<file path="config.mk">
export PLATFORM = sky130hd
export DESIGN_NAME = rendezvous_top3_selector_flat
export DESIGN_NICKNAME = d
export VERILOG_FILES = /design/src/hdl/rts_pkg.sv /design/src/hdl/rts_if.sv /design/src/hdl/rts_ctrl.sv /design/src/hdl/rts_datapath.sv /design/src/hdl/rendezvous_top3_selector.sv /design/src/flat_wrapper.sv
export SDC_FILE = /design/constraint.sdc
export NUM_CORES = 2
export LEC_CHECK = 0
export BUFFER_PORTS_ARGS = -buffer_cell sky130_fd_sc_hd__clkbuf_2
export CAP_MARGIN = 0
export CORE_ASPECT_RATIO = 1.25
export CORE_UTILIZATION = 59
export CTS_CLUSTER_DIAMETER = 120
export DETAILED_ROUTE_END_ITERATION = 8
export PLACE_DENSITY = 0.76
export SYNTH_ARGS = -nofsm -noshare
export SYNTH_HDL_FRONTEND = slang
export SYNTH_SLANG_ARGS = --single-unit
</file>
<file path="constraint.sdc">
create_clock -name i_clk -period 59.6 [get_ports i_clk]
set_input_delay 5.96 -clock i_clk [delete_from_list [all_inputs] [get_ports i_clk]]
set_output_delay 5.96 -clock i_clk [all_outputs]
set_load 0.02 [all_outputs]
</file>
<file path="src/hdl/rts_pkg.sv">
// types, hash constants and controller/datapath command words of the selector
// no dependencies
`timescale 1ns / 1ps

package rts_pkg;

    localparam int ID_W   = 16;
    localparam int REM_W  = 14;
    localparam int PROD_W = 38;
    localparam int OPA_W  = 16;
    localparam int OPB_W  = 22;

    // remainder unit: bits consumed per step and steps per pass
    localparam int RED_BITS  = 8;
    localparam int RED_STEPS = 5;
    localparam int DIV_W     = RED_BITS * RED_STEPS;
    localparam int STEP_W    = $clog2(RED_STEPS);

    // hash constants
    localparam int HASH_OFS_A = 30000;
    localparam int HASH_MUL_A = 17;
    localparam int MOD_A      = 1432;
    localparam int MOD_B      = 191;
    localparam int HASH_MUL_C = 54;
    localparam int HASH_OFS_C = 34422;
    localparam int MOD_C      = 12487;

    // 2^64 reduced by MOD_A and by MOD_C, used to fold back a negative value
    localparam int WRAP_A = 840;
    localparam int WRAP_C = 5542;

    typedef enum logic [1:0] {
        PASS_HASH,
        PASS_KEY,
        PASS_SCORE
    } t_pass;

    typedef struct packed {
        logic [ID_W-1:0] query_key;
        logic [ID_W-1:0] file_segment;
        logic [ID_W-1:0] candidate_id;
        logic            last_candidate;
    } t_item_word;

    typedef struct packed {
        logic [ID_W-1:0] first_choice;
        logic [ID_W-1:0] second_choice;
        logic [ID_W-1:0] third_choice;
    } t_result_word;

    typedef logic [ID_W-1:0] t_cfg_word;

    typedef struct packed {
        logic  load;
        logic  mul_en;
        logic  sum_en;
        logic  mod_load;
        logic  mod_step;
        logic  fix_en;
        logic  insert;
        logic  emit;
        t_pass pass;
    } t_dp_cmd;

    typedef struct packed {
        logic own_hit;
        logic last;
        logic out_busy;
    } t_dp_status;

endpackage

</file>
<file path="src/hdl/rts_if.sv">
// handshake channels of the selector: candidate words, result words, config writes
// depends on rts_pkg
`timescale 1ns / 1ps

interface rts_item_if;
    import rts_pkg::*;
    logic       valid;
    logic       ready;
    t_item_word data;
    modport source (output valid, output data, input ready);
    modport sink (input valid, input data, output ready);
endinterface

interface rts_result_if;
    import rts_pkg::*;
    logic         valid;
    logic         ready;
    t_result_word data;
    modport source (output valid, output data, input ready);
    modport sink (input valid, input data, output ready);
endinterface

interface rts_cfg_if;
    import rts_pkg::*;
    logic      valid;
    logic      ready;
    t_cfg_word data;
    modport source (output valid, output data, input ready);
    modport sink (input valid, input data, output ready);
endinterface

</file>
<file path="src/hdl/rts_ctrl.sv">
// sequencer of the selector: walks one candidate through the three hash passes
// depends on rts_pkg
`timescale 1ns / 1ps

module rts_ctrl (
    input  logic                i_clk,
    input  logic                i_rst_n,
    input  logic                i_item_valid,
    output logic                o_item_ready,
    input  rts_pkg::t_dp_status i_status,
    output rts_pkg::t_dp_cmd    o_cmd
);
    import rts_pkg::*;

    typedef enum logic [2:0] {
        S_IDLE,
        S_MUL,
        S_SUM,
        S_LOAD,
        S_RED,
        S_FIX,
        S_INSERT,
        S_FINISH
    } t_state;

    t_state            r_state;
    t_pass             r_pass;
    logic [STEP_W-1:0] r_step;

    assign o_item_ready = (r_state == S_IDLE);

    always_comb begin
        o_cmd      = '0;
        o_cmd.pass = r_pass;
        unique case (r_state)
            S_IDLE:   o_cmd.load = i_item_valid;
            S_MUL:    o_cmd.mul_en = 1'b1;
            S_SUM:    o_cmd.sum_en = 1'b1;
            S_LOAD:   o_cmd.mod_load = 1'b1;
            S_RED:    o_cmd.mod_step = 1'b1;
            S_FIX:    o_cmd.fix_en = 1'b1;
            S_INSERT: o_cmd.insert = 1'b1;
            S_FINISH: o_cmd.emit = i_status.last && !i_status.out_busy;
            default:  o_cmd = '0;
        endcase
    end

    always_ff @(posedge i_clk) begin
        if (!i_rst_n) begin
            r_state <= S_IDLE;
            r_pass  <= PASS_HASH;
            r_step  <= '0;
        end else begin
            unique case (r_state)
                S_IDLE: begin
                    if (i_item_valid) begin
                        r_state <= S_MUL;
                        r_pass  <= PASS_HASH;
                    end
                end
                S_MUL: begin
                    if (r_pass == PASS_HASH && i_status.own_hit) begin
                        r_state <= S_FINISH;
                    end else if (r_pass == PASS_SCORE) begin
                        r_state <= S_SUM;
                    end else begin
                        r_state <= S_LOAD;
                    end
                end
                S_SUM: begin
                    r_state <= S_LOAD;
                end
                S_LOAD: begin
                    r_step  <= '0;
                    r_state <= S_RED;
                end
                S_RED: begin
                    if (r_step == STEP_W'(RED_STEPS - 1)) begin
                        r_state <= S_FIX;
                    end else begin
                        r_step <= r_step + 1'b1;
                    end
                end
                S_FIX: begin
                    unique case (r_pass)
                        PASS_HASH: begin
                            r_pass  <= PASS_KEY;
                            r_state <= S_MUL;
                        end
                        PASS_KEY: begin
                            r_pass  <= PASS_SCORE;
                            r_state <= S_MUL;
                        end
                        PASS_SCORE: r_state <= S_INSERT;
                        default:    r_state <= S_IDLE;
                    endcase
                end
                S_INSERT: begin
                    r_state <= S_FINISH;
                end
                S_FINISH: begin
                    if (!i_status.last || !i_status.out_busy) begin
                        r_state <= S_IDLE;
                    end
                end
                default: r_state <= S_IDLE;
            endcase
        end
    end

endmodule

</file>
<file path="src/hdl/rts_datapath.sv">
// datapath of the selector: shared multiplier, remainder unit, ranking and result register
// depends on rts_pkg
`timescale 1ns / 1ps

module rts_datapath (
    input  logic                  i_clk,
    input  logic                  i_rst_n,
    input  rts_pkg::t_item_word   i_item_data,
    input  logic                  i_cfg_valid,
    input  rts_pkg::t_cfg_word    i_cfg_data,
    input  rts_pkg::t_dp_cmd      i_cmd,
    output rts_pkg::t_dp_status   o_status,
    output logic                  o_out_valid,
    output rts_pkg::t_result_word o_out_data,
    input  logic                  i_out_ready
);
    import rts_pkg::*;

    logic [ID_W-1:0]   r_own_id;
    logic [ID_W-1:0]   r_key;
    logic [ID_W-1:0]   r_seg;
    logic [ID_W-1:0]   r_id;
    logic              r_last;
    logic [PROD_W-1:0] r_prod;
    logic [DIV_W-1:0]  r_div;
    logic [REM_W-1:0]  r_rem;
    logic              r_neg;
    logic [REM_W-1:0]  r_m;
    logic [ID_W-1:0]   r_ids [3];
    logic [REM_W-1:0]  r_scores [3];
    logic              r_out_valid;
    t_result_word      r_out_data;

    logic [OPA_W-1:0]  w_opa;
    logic [OPB_W-1:0]  w_opb;
    logic [PROD_W-1:0] w_prod;
    logic [PROD_W-1:0] w_load_val;
    logic              w_load_neg;
    logic [REM_W-1:0]  w_mod;
    logic [REM_W-1:0]  w_wrap;
    logic [REM_W:0]    w_acc;
    logic [REM_W-1:0]  w_fix;
    logic [17:0]       w_seg3;

    // multiplier operands per pass
    always_comb begin
        unique case (i_cmd.pass)
            PASS_HASH: begin
                if (r_id >= ID_W'(HASH_OFS_A)) begin
                    w_opa = r_id - ID_W'(HASH_OFS_A);
                end else begin
                    w_opa = ID_W'(HASH_OFS_A) - r_id;
                end
                w_opb = OPB_W'(r_seg) * OPB_W'(HASH_MUL_A);
            end
            PASS_KEY: begin
                w_opa = r_key;
                w_opb = OPB_W'(r_m);
            end
            PASS_SCORE: begin
                w_opa = OPA_W'(r_m);
                w_opb = OPB_W'(r_seg) * OPB_W'(HASH_MUL_C);
            end
            default: begin
                w_opa = '0;
                w_opb = '0;
            end
        endcase
    end

    assign w_prod = PROD_W'(w_opa) * PROD_W'(w_opb);
    assign w_seg3 = 18'({r_seg, 1'b0}) + 18'(r_seg);

    // remainder unit operand, sign and modulus per pass
    always_comb begin
        w_load_val = r_prod;
        w_load_neg = 1'b0;
        unique case (i_cmd.pass)
            PASS_HASH: begin
                w_mod      = REM_W'(MOD_A);
                w_wrap     = REM_W'(WRAP_A);
                w_load_neg = (r_id < ID_W'(HASH_OFS_A)) && (r_seg != '0);
            end
            PASS_KEY: begin
                w_mod  = REM_W'(MOD_B);
                w_wrap = '0;
            end
            PASS_SCORE: begin
                w_mod  = REM_W'(MOD_C);
                w_wrap = REM_W'(WRAP_C);
                if (r_prod < PROD_W'(HASH_OFS_C)) begin
                    w_load_val = PROD_W'(HASH_OFS_C) - r_prod;
                    w_load_neg = 1'b1;
                end else begin
                    w_load_val = r_prod - PROD_W'(HASH_OFS_C);
                end
            end
            default: begin
                w_mod  = REM_W'(MOD_C);
                w_wrap = '0;
            end
        endcase
    end

    // restoring remainder, several bits per step
    always_comb begin
        w_acc = {1'b0, r_rem};
        for (int b = 0; b < RED_BITS; b++) begin
            w_acc = {w_acc[REM_W-1:0], r_div[DIV_W-1-b]};
            if (w_acc >= {1'b0, w_mod}) begin
                w_acc = w_acc - {1'b0, w_mod};
            end
        end
    end

    // fold a negative value back through 2^64
    always_comb begin
        if (!r_neg) begin
            w_fix = r_rem;
        end else if (r_rem <= w_wrap) begin
            w_fix = w_wrap - r_rem;
        end else begin
            w_fix = w_wrap + (w_mod - r_rem);
        end
    end

    always_ff @(posedge i_clk) begin
        if (!i_rst_n) begin
            r_own_id <= '0;
        end else if (i_cfg_valid) begin
            r_own_id <= i_cfg_data;
        end
    end

    always_ff @(posedge i_clk) begin
        if (i_cmd.load) begin
            r_key  <= i_item_data.query_key;
            r_seg  <= i_item_data.file_segment;
            r_id   <= i_item_data.candidate_id;
            r_last <= i_item_data.last_candidate;
        end
        if (i_cmd.mul_en) begin
            r_prod <= w_prod;
        end else if (i_cmd.sum_en) begin
            r_prod <= r_prod + PROD_W'(r_id) + PROD_W'(w_seg3);
        end
        if (i_cmd.mod_load) begin
            r_div <= DIV_W'(w_load_val);
            r_rem <= '0;
            r_neg <= w_load_neg;
        end else if (i_cmd.mod_step) begin
            r_div <= r_div << RED_BITS;
            r_rem <= w_acc[REM_W-1:0];
        end
        if (i_cmd.fix_en) begin
            r_m <= w_fix;
        end
        if (i_cmd.emit) begin
            r_out_data.first_choice  <= r_ids[0];
            r_out_data.second_choice <= r_ids[1];
            r_out_data.third_choice  <= r_ids[2];
        end
    end

    // ranking of the three best candidates and result handshake
    always_ff @(posedge i_clk) begin
        if (!i_rst_n) begin
            for (int i = 0; i < 3; i++) begin
                r_ids[i]    <= '0;
                r_scores[i] <= '0;
            end
            r_out_valid <= 1'b0;
        end else begin
            if (i_cmd.emit) begin
                for (int i = 0; i < 3; i++) begin
                    r_ids[i]    <= '0;
                    r_scores[i] <= '0;
                end
            end else if (i_cmd.insert) begin
                priority if (r_m > r_scores[0]) begin
                    r_ids[2]    <= r_ids[1];
                    r_scores[2] <= r_scores[1];
                    r_ids[1]    <= r_ids[0];
                    r_scores[1] <= r_scores[0];
                    r_ids[0]    <= r_id;
                    r_scores[0] <= r_m;
                end else if (r_m > r_scores[1]) begin
                    r_ids[2]    <= r_ids[1];
                    r_scores[2] <= r_scores[1];
                    r_ids[1]    <= r_id;
                    r_scores[1] <= r_m;
                end else if (r_m > r_scores[2]) begin
                    r_ids[2]    <= r_id;
                    r_scores[2] <= r_m;
                end else begin
                    // not above any kept score, ranking unchanged
                end
            end
            if (i_cmd.emit) begin
                r_out_valid <= 1'b1;
            end else if (i_out_ready) begin
                r_out_valid <= 1'b0;
            end
        end
    end

    assign o_status.own_hit  = (r_id == r_own_id);
    assign o_status.last     = r_last;
    assign o_status.out_busy = r_out_valid && !i_out_ready;

    assign o_out_valid = r_out_valid;
    assign o_out_data  = r_out_data;

endmodule

</file>
<file path="src/hdl/rendezvous_top3_selector.sv">
// Rendezvous top-three selector. Each candidate word is scored by a fixed hash of node id,
// file key and segment; a candidate equal to the configured own id is skipped. The three
// best ids are kept (strict greater-than, so ties keep the earlier node and a zero score is
// never kept) and sent as one result word on the candidate marked last, after which the
// ranking clears. Each candidate word is finished before the next is accepted, an own-id
// word after its first multiply; the work is three passes through one shared 16x22 multiplier and one
// remainder unit that takes 8 bits a cycle in each pass. A finished result waits
// in an output register while the next candidates are taken; a last candidate waits for it
// to drain. The own-id register is written through the config channel, always ready.
// depends on rts_pkg, rts_if, rts_ctrl, rts_datapath
`timescale 1ns / 1ps

module rendezvous_top3_selector (
    input logic           i_clk,
    input logic           i_rst_n,
    rts_item_if.sink      i_item,
    rts_result_if.source  o_result,
    rts_cfg_if.sink       i_cfg
);
    import rts_pkg::*;

    t_dp_cmd    w_cmd;
    t_dp_status w_status;
    logic       w_item_ready;

    assign i_item.ready = w_item_ready;
    assign i_cfg.ready  = 1'b1;

    rts_ctrl u_ctrl (
        .i_clk        (i_clk),
        .i_rst_n      (i_rst_n),
        .i_item_valid (i_item.valid),
        .o_item_ready (w_item_ready),
        .i_status     (w_status),
        .o_cmd        (w_cmd)
    );

    rts_datapath u_datapath (
        .i_clk       (i_clk),
        .i_rst_n     (i_rst_n),
        .i_item_data (i_item.data),
        .i_cfg_valid (i_cfg.valid),
        .i_cfg_data  (i_cfg.data),
        .i_cmd       (w_cmd),
        .o_status    (w_status),
        .o_out_valid (o_result.valid),
        .o_out_data  (o_result.data),
        .i_out_ready (o_result.ready)
    );

endmodule

</file>
<file path="src/flat_wrapper.sv">
// flat-port wrapper written by rule: the top's interface ports become plain ports
module rendezvous_top3_selector_flat import rts_pkg::*;
  (i_clk, i_rst_n, i_item_valid, i_item_data, i_item_ready, o_result_valid, o_result_data, o_result_ready, i_cfg_valid, i_cfg_data, i_cfg_ready);
  rts_item_if i_item_i ();
  rts_result_if o_result_i ();
  rts_cfg_if i_cfg_i ();
  input logic i_clk;
  input logic i_rst_n;
  input wire logic [$bits(i_item_i.valid)-1:0] i_item_valid;
  input wire logic [$bits(i_item_i.data)-1:0] i_item_data;
  output wire logic [$bits(i_item_i.ready)-1:0] i_item_ready;
  output wire logic [$bits(o_result_i.valid)-1:0] o_result_valid;
  output wire logic [$bits(o_result_i.data)-1:0] o_result_data;
  input wire logic [$bits(o_result_i.ready)-1:0] o_result_ready;
  input wire logic [$bits(i_cfg_i.valid)-1:0] i_cfg_valid;
  input wire logic [$bits(i_cfg_i.data)-1:0] i_cfg_data;
  output wire logic [$bits(i_cfg_i.ready)-1:0] i_cfg_ready;
  assign i_item_i.valid = i_item_valid;
  assign i_item_i.data = i_item_data;
  assign i_item_ready = i_item_i.ready;
  assign o_result_valid = o_result_i.valid;
  assign o_result_data = o_result_i.data;
  assign o_result_i.ready = o_result_ready;
  assign i_cfg_i.valid = i_cfg_valid;
  assign i_cfg_i.data = i_cfg_data;
  assign i_cfg_ready = i_cfg_i.ready;
  rendezvous_top3_selector u_core (.i_clk(i_clk), .i_rst_n(i_rst_n), .i_item(i_item_i), .o_result(o_result_i), .i_cfg(i_cfg_i));
endmodule
</file>
==> key figures <==
Status
  – Run status: finished, final reports clean

Routing
  – DRT iter0 DRCs: ~2500
  – Post-DRT Antenna Nets: 0
  – Mean routed wirelength per cell: 21.78 µm
  – Detailed-route DRC error count: 0
  – Drt first pass iters: 6
  – Via count: approximately 32000
  – Routed Wire Length: approximately 110 mm
  – Vias per cell: 6.092

Critical path
  – WP data required: 60.04 ns
  – Crit path capture type: flop
  – Max stage delay on crit path: 0.87 ns
  – Crit-path most repeated cell: a21oi_1
  – Worst-path fanout max: 65
  – Worst Path Arrival: roughly 23 ns
  – Worst setup path category: reg2reg
  – Slowest library cell on the worst path: dfxtp_4
  – CP Launch Type: flop

STA
  – Final period util: 37.42%
  – Setup violations, final: 0
  – RSZ-0062 raised after global routing: no
  – Fin. max-slew vios: 0
  – Worst-Margin Slew: around 1.2 ns
  – Clock skew: 0.02904 ns
  – Hold Violations, Final: 0
  – WHS: ~0.41 ns
  – Setup ws final: 37.30 ns
  – Final critical-path required period: about 22 ns
  – Fmax: 44.84 MHz
  – Slew headroom: 18.83%
  – Fin Setup TNS: 0 ns

Synthesis
  – Mux contribution to synthesized area: 2.328%
  – Post-synthesis adder-cell area fraction: 29.25%
  – Synthesized area: 38760 µm²
  – Share of flip-flops with an asynchronous set or reset: 0%
  – Yosys warns: 0
  – Gate Count Post-Synth: 4332
  – Unique masters post-synth: about 120
  – Post-synthesis simple-gate area fraction: between 10% and 20%
  – Main flop type after synthesis: edfxtp_1
  – Compound-gate portion of the synthesized area: 15.41%
  – Largest family of logic cells by synthesized area: adder cells
  – Mean Syn Cell Area: 8.947 µm²
  – Seq/Total Area, Yosys: 23.66%
  – #FFs+latches synth: 319
  – XOR/XNOR share of the synthesized area: 6.140%
  – EDFF count, synth: about 280

Place
  – Dpl ws: 37.65 ns
  – Buffers on Ports: around 120
  – Hpwl dp: ~88 mm
  – Routability cong.: 0.9869

Global routing
  – Initial antenna violation count: 3
  – Number of global-route vias before repair: 32270
  – Grt ovf: 0
  – Total track usage: 34.34%
  – Largest net degree at the start of global routing: 74
  – First-pass GRT wire length: between 150 and 200 mm

Clock tree
  – Post-CTS Setup Bufs: 0
  – PostCTS Resize Cnt: 0
  – Num Clock Sinks: 319
  – Clock-pin slew of the registers on the worst-case setup and hold paths: 0.06 ns
  – Cts hold-fix bufs: 0
  – H-Tree Depth: 2
  – Clock Latency Late Sink: 0.56 ns
  – Max Buffers Root-to-Sink: 3
  – Cts bufs inserted: 35
  – CTS tree: done
  – Root buffer cell: clkbuf_16

Flow run
  – Max-cap violations: 0

Hold path
  – Worst hold path class: reg2reg

Floorplanning
  – Num ports: 121
  – Chip Height: roughly 290 µm
  – Die footprint: 66730 µm²
  – # rows: 104
  – Core area: 64670 µm²
  – Die width: between 200 and 250 µm
  – Initial core utilization: approximately 60%

Final layout
  – Layout cells sized above 1: 7.536%
  – Fill count: 5461
  – Area growth, synth to finish: 6.570%
  – Final Core Density: 63.87%
  – Final nets: roughly 5100
==> through the flow <==
stage,cell area (µm²),instances
floorplan,38760,4333
global placement,40140,5163
detailed placement,40140,5163
CTS,41300,5227
global route,41300,5228
finish,41300,5228
==> worst paths after layout <==
kind / start / endpoint / slack [ns] / depth (start not counted)
setup reg to reg: u_core.u_ctrl.r_pass[1] / u_core.u_datapath.r_rem[6] / 37.30 / 75
hold reg to reg: u_core.u_datapath.r_ids[2][3] / u_core.u_datapath.o_out_data[3] / 0.41 / 0
setup / recovery: u_core.u_ctrl.r_pass[1] / u_core.u_datapath.r_rem[6] / 37.30 / 75
hold / removal: u_core.u_datapath.r_ids[2][3] / u_core.u_datapath.o_out_data[3] / 0.41 / 0
==> critical path: cells and delay by family (launching register included) <==
| kind | cells | cell delay (ns) |
|---|---|---|
| multiplexers | 2 | 0.75 |
| flip-flops | 1 | 0.87 |
| adder cells (fa/ha/maj) | 9 | 3.45 |
| XOR/XNOR | 2 | 0.89 |
| AND/OR/NAND/NOR | 20 | 5.21 |
| buffers and inverters | 6 | 0.90 |
| AO/OA/AOI/OAI | 36 | 10.01 |
==> sequential cells by signal (all words and copies together) (netlist names) <==
signal,flops
u_core.u_datapath.r_scores,42
u_core.u_datapath.o_out_valid,1
u_core.u_datapath.r_id,16
u_core.u_ctrl.r_step,3
u_core.u_datapath.r_neg,1
u_core.u_datapath.r_ids,48
u_core.u_datapath.r_div,40
u_core.u_datapath.o_out_data,48
u_core.u_ctrl.r_state,3
u_core.u_ctrl.r_pass,2
u_core.u_datapath.r_seg,16
u_core.u_datapath.r_own_id,16
u_core.u_datapath.r_prod,38
u_core.u_datapath.r_m,14
u_core.u_datapath.r_last,1
u_core.u_datapath.r_rem,14
u_core.u_datapath.r_key,16
==> layer usage <==
metal  GRT usage (%)  vias up  share of wire, %
li1                -    14770                 -
met1           39.88    15490                37
met2           59.73     1216                50
met3           4.957      370               7.0
met4           21.26        2               6.7
met5               0        -             0.011
==> cell type report <==
cell class | instances | area (µm²) | area share (%)
antenna | 1 | 2.502 | 0.006059
inverter | 567 | 2128 | 5.153
timing repair buffer | 178 | 1039 | 2.514
sequential | 319 | 9174 | 22.21
clock buffer | 47 | 972.2 | 2.354
tap | 848 | 1061 | 2.569
multi-input combinational | 3251 | 26740 | 64.75
clock inverter | 17 | 185.2 | 0.4483
==> layout by cell type (no fill, tap or decap), types with 33 or more instances in the layout <==
| cell type | Yosys | layout |
|---|---|---|
| a211oi_1 | 33 | 33 |
| a21o_1 | 56 | 56 |
| a21oi_1 | 249 | 246 |
| a22o_1 | 36 | 36 |
| and2_1 | 69 | 69 |
| buf_4 | 1 | 59 |
| clkbuf_16 | 0 | 36 |
| clkbuf_2 | 1 | 119 |
| dfxtp_1 | 41 | 39 |
| edfxtp_1 | 278 | 278 |
| fa_1 | 341 | 341 |
| ha_1 | 358 | 358 |
| inv_1 | 562 | 559 |
| mux2i_1 | 71 | 71 |
| nand2_1 | 506 | 503 |
| nand2b_1 | 36 | 36 |
| nand3_1 | 66 | 66 |
| nor2_1 | 264 | 260 |
| nor2b_1 | 93 | 93 |
| nor3_1 | 68 | 68 |
| o21ai_0 | 226 | 215 |
| o21bai_1 | 43 | 43 |
| xnor2_1 | 179 | 179 |
| xor2_1 | 87 | 87 |
==> cells in the mapped netlist, types with 7 or more instances <==
cell type / count / area share (%)
a2111oi_0: 7 / 0.16
a211o_1: 12 / 0.27
a211oi_1: 33 / 0.64
a21boi_0: 8 / 0.15
a21o_1: 56 / 1.1
a21oi_1: 249 / 3.2
a22o_1: 36 / 0.81
a311oi_1: 8 / 0.18
a31oi_1: 23 / 0.37
and2_1: 69 / 1.1
and3_1: 31 / 0.50
buf_1: 13 / 0.13
buf_2: 12 / 0.15
clkbuf_1: 165 / 1.6
dfxtp_1: 41 / 2.1
edfxtp_1: 278 / 22
fa_1: 341 / 18
ha_1: 358 / 12
inv_1: 562 / 5.4
mux2_2: 12 / 0.35
mux2i_1: 71 / 1.8
nand2_1: 506 / 4.9
nand2b_1: 36 / 0.58
nand3_1: 66 / 0.85
nand3b_1: 7 / 0.14
nand4_1: 31 / 0.50
nor2_1: 264 / 2.6
nor2b_1: 93 / 1.5
nor3_1: 68 / 0.88
nor4_1: 24 / 0.39
o2111ai_1: 7 / 0.16
o211ai_1: 23 / 0.45
o21a_1: 30 / 0.58
o21ai_0: 226 / 2.9
o21ai_1: 9 / 0.12
o21bai_1: 43 / 0.83
o22ai_1: 17 / 0.27
o31ai_1: 12 / 0.23
or2_2: 11 / 0.18
or3_1: 28 / 0.45
or4_1: 9 / 0.17
xnor2_1: 179 / 4.0
xor2_1: 87 / 2.0
==> kinds of logic after synthesis <==
group,after synthesis
simple gates,1286
buf+inv,763
xor+xnor,268
fa+ha+maj,702
flops,319
other cells,2
compound gates,905
mux,87
Power is left out: the tool's default activity adds up to more than one toggle a clock period on the data nets, which glitch-free logic cannot reach.
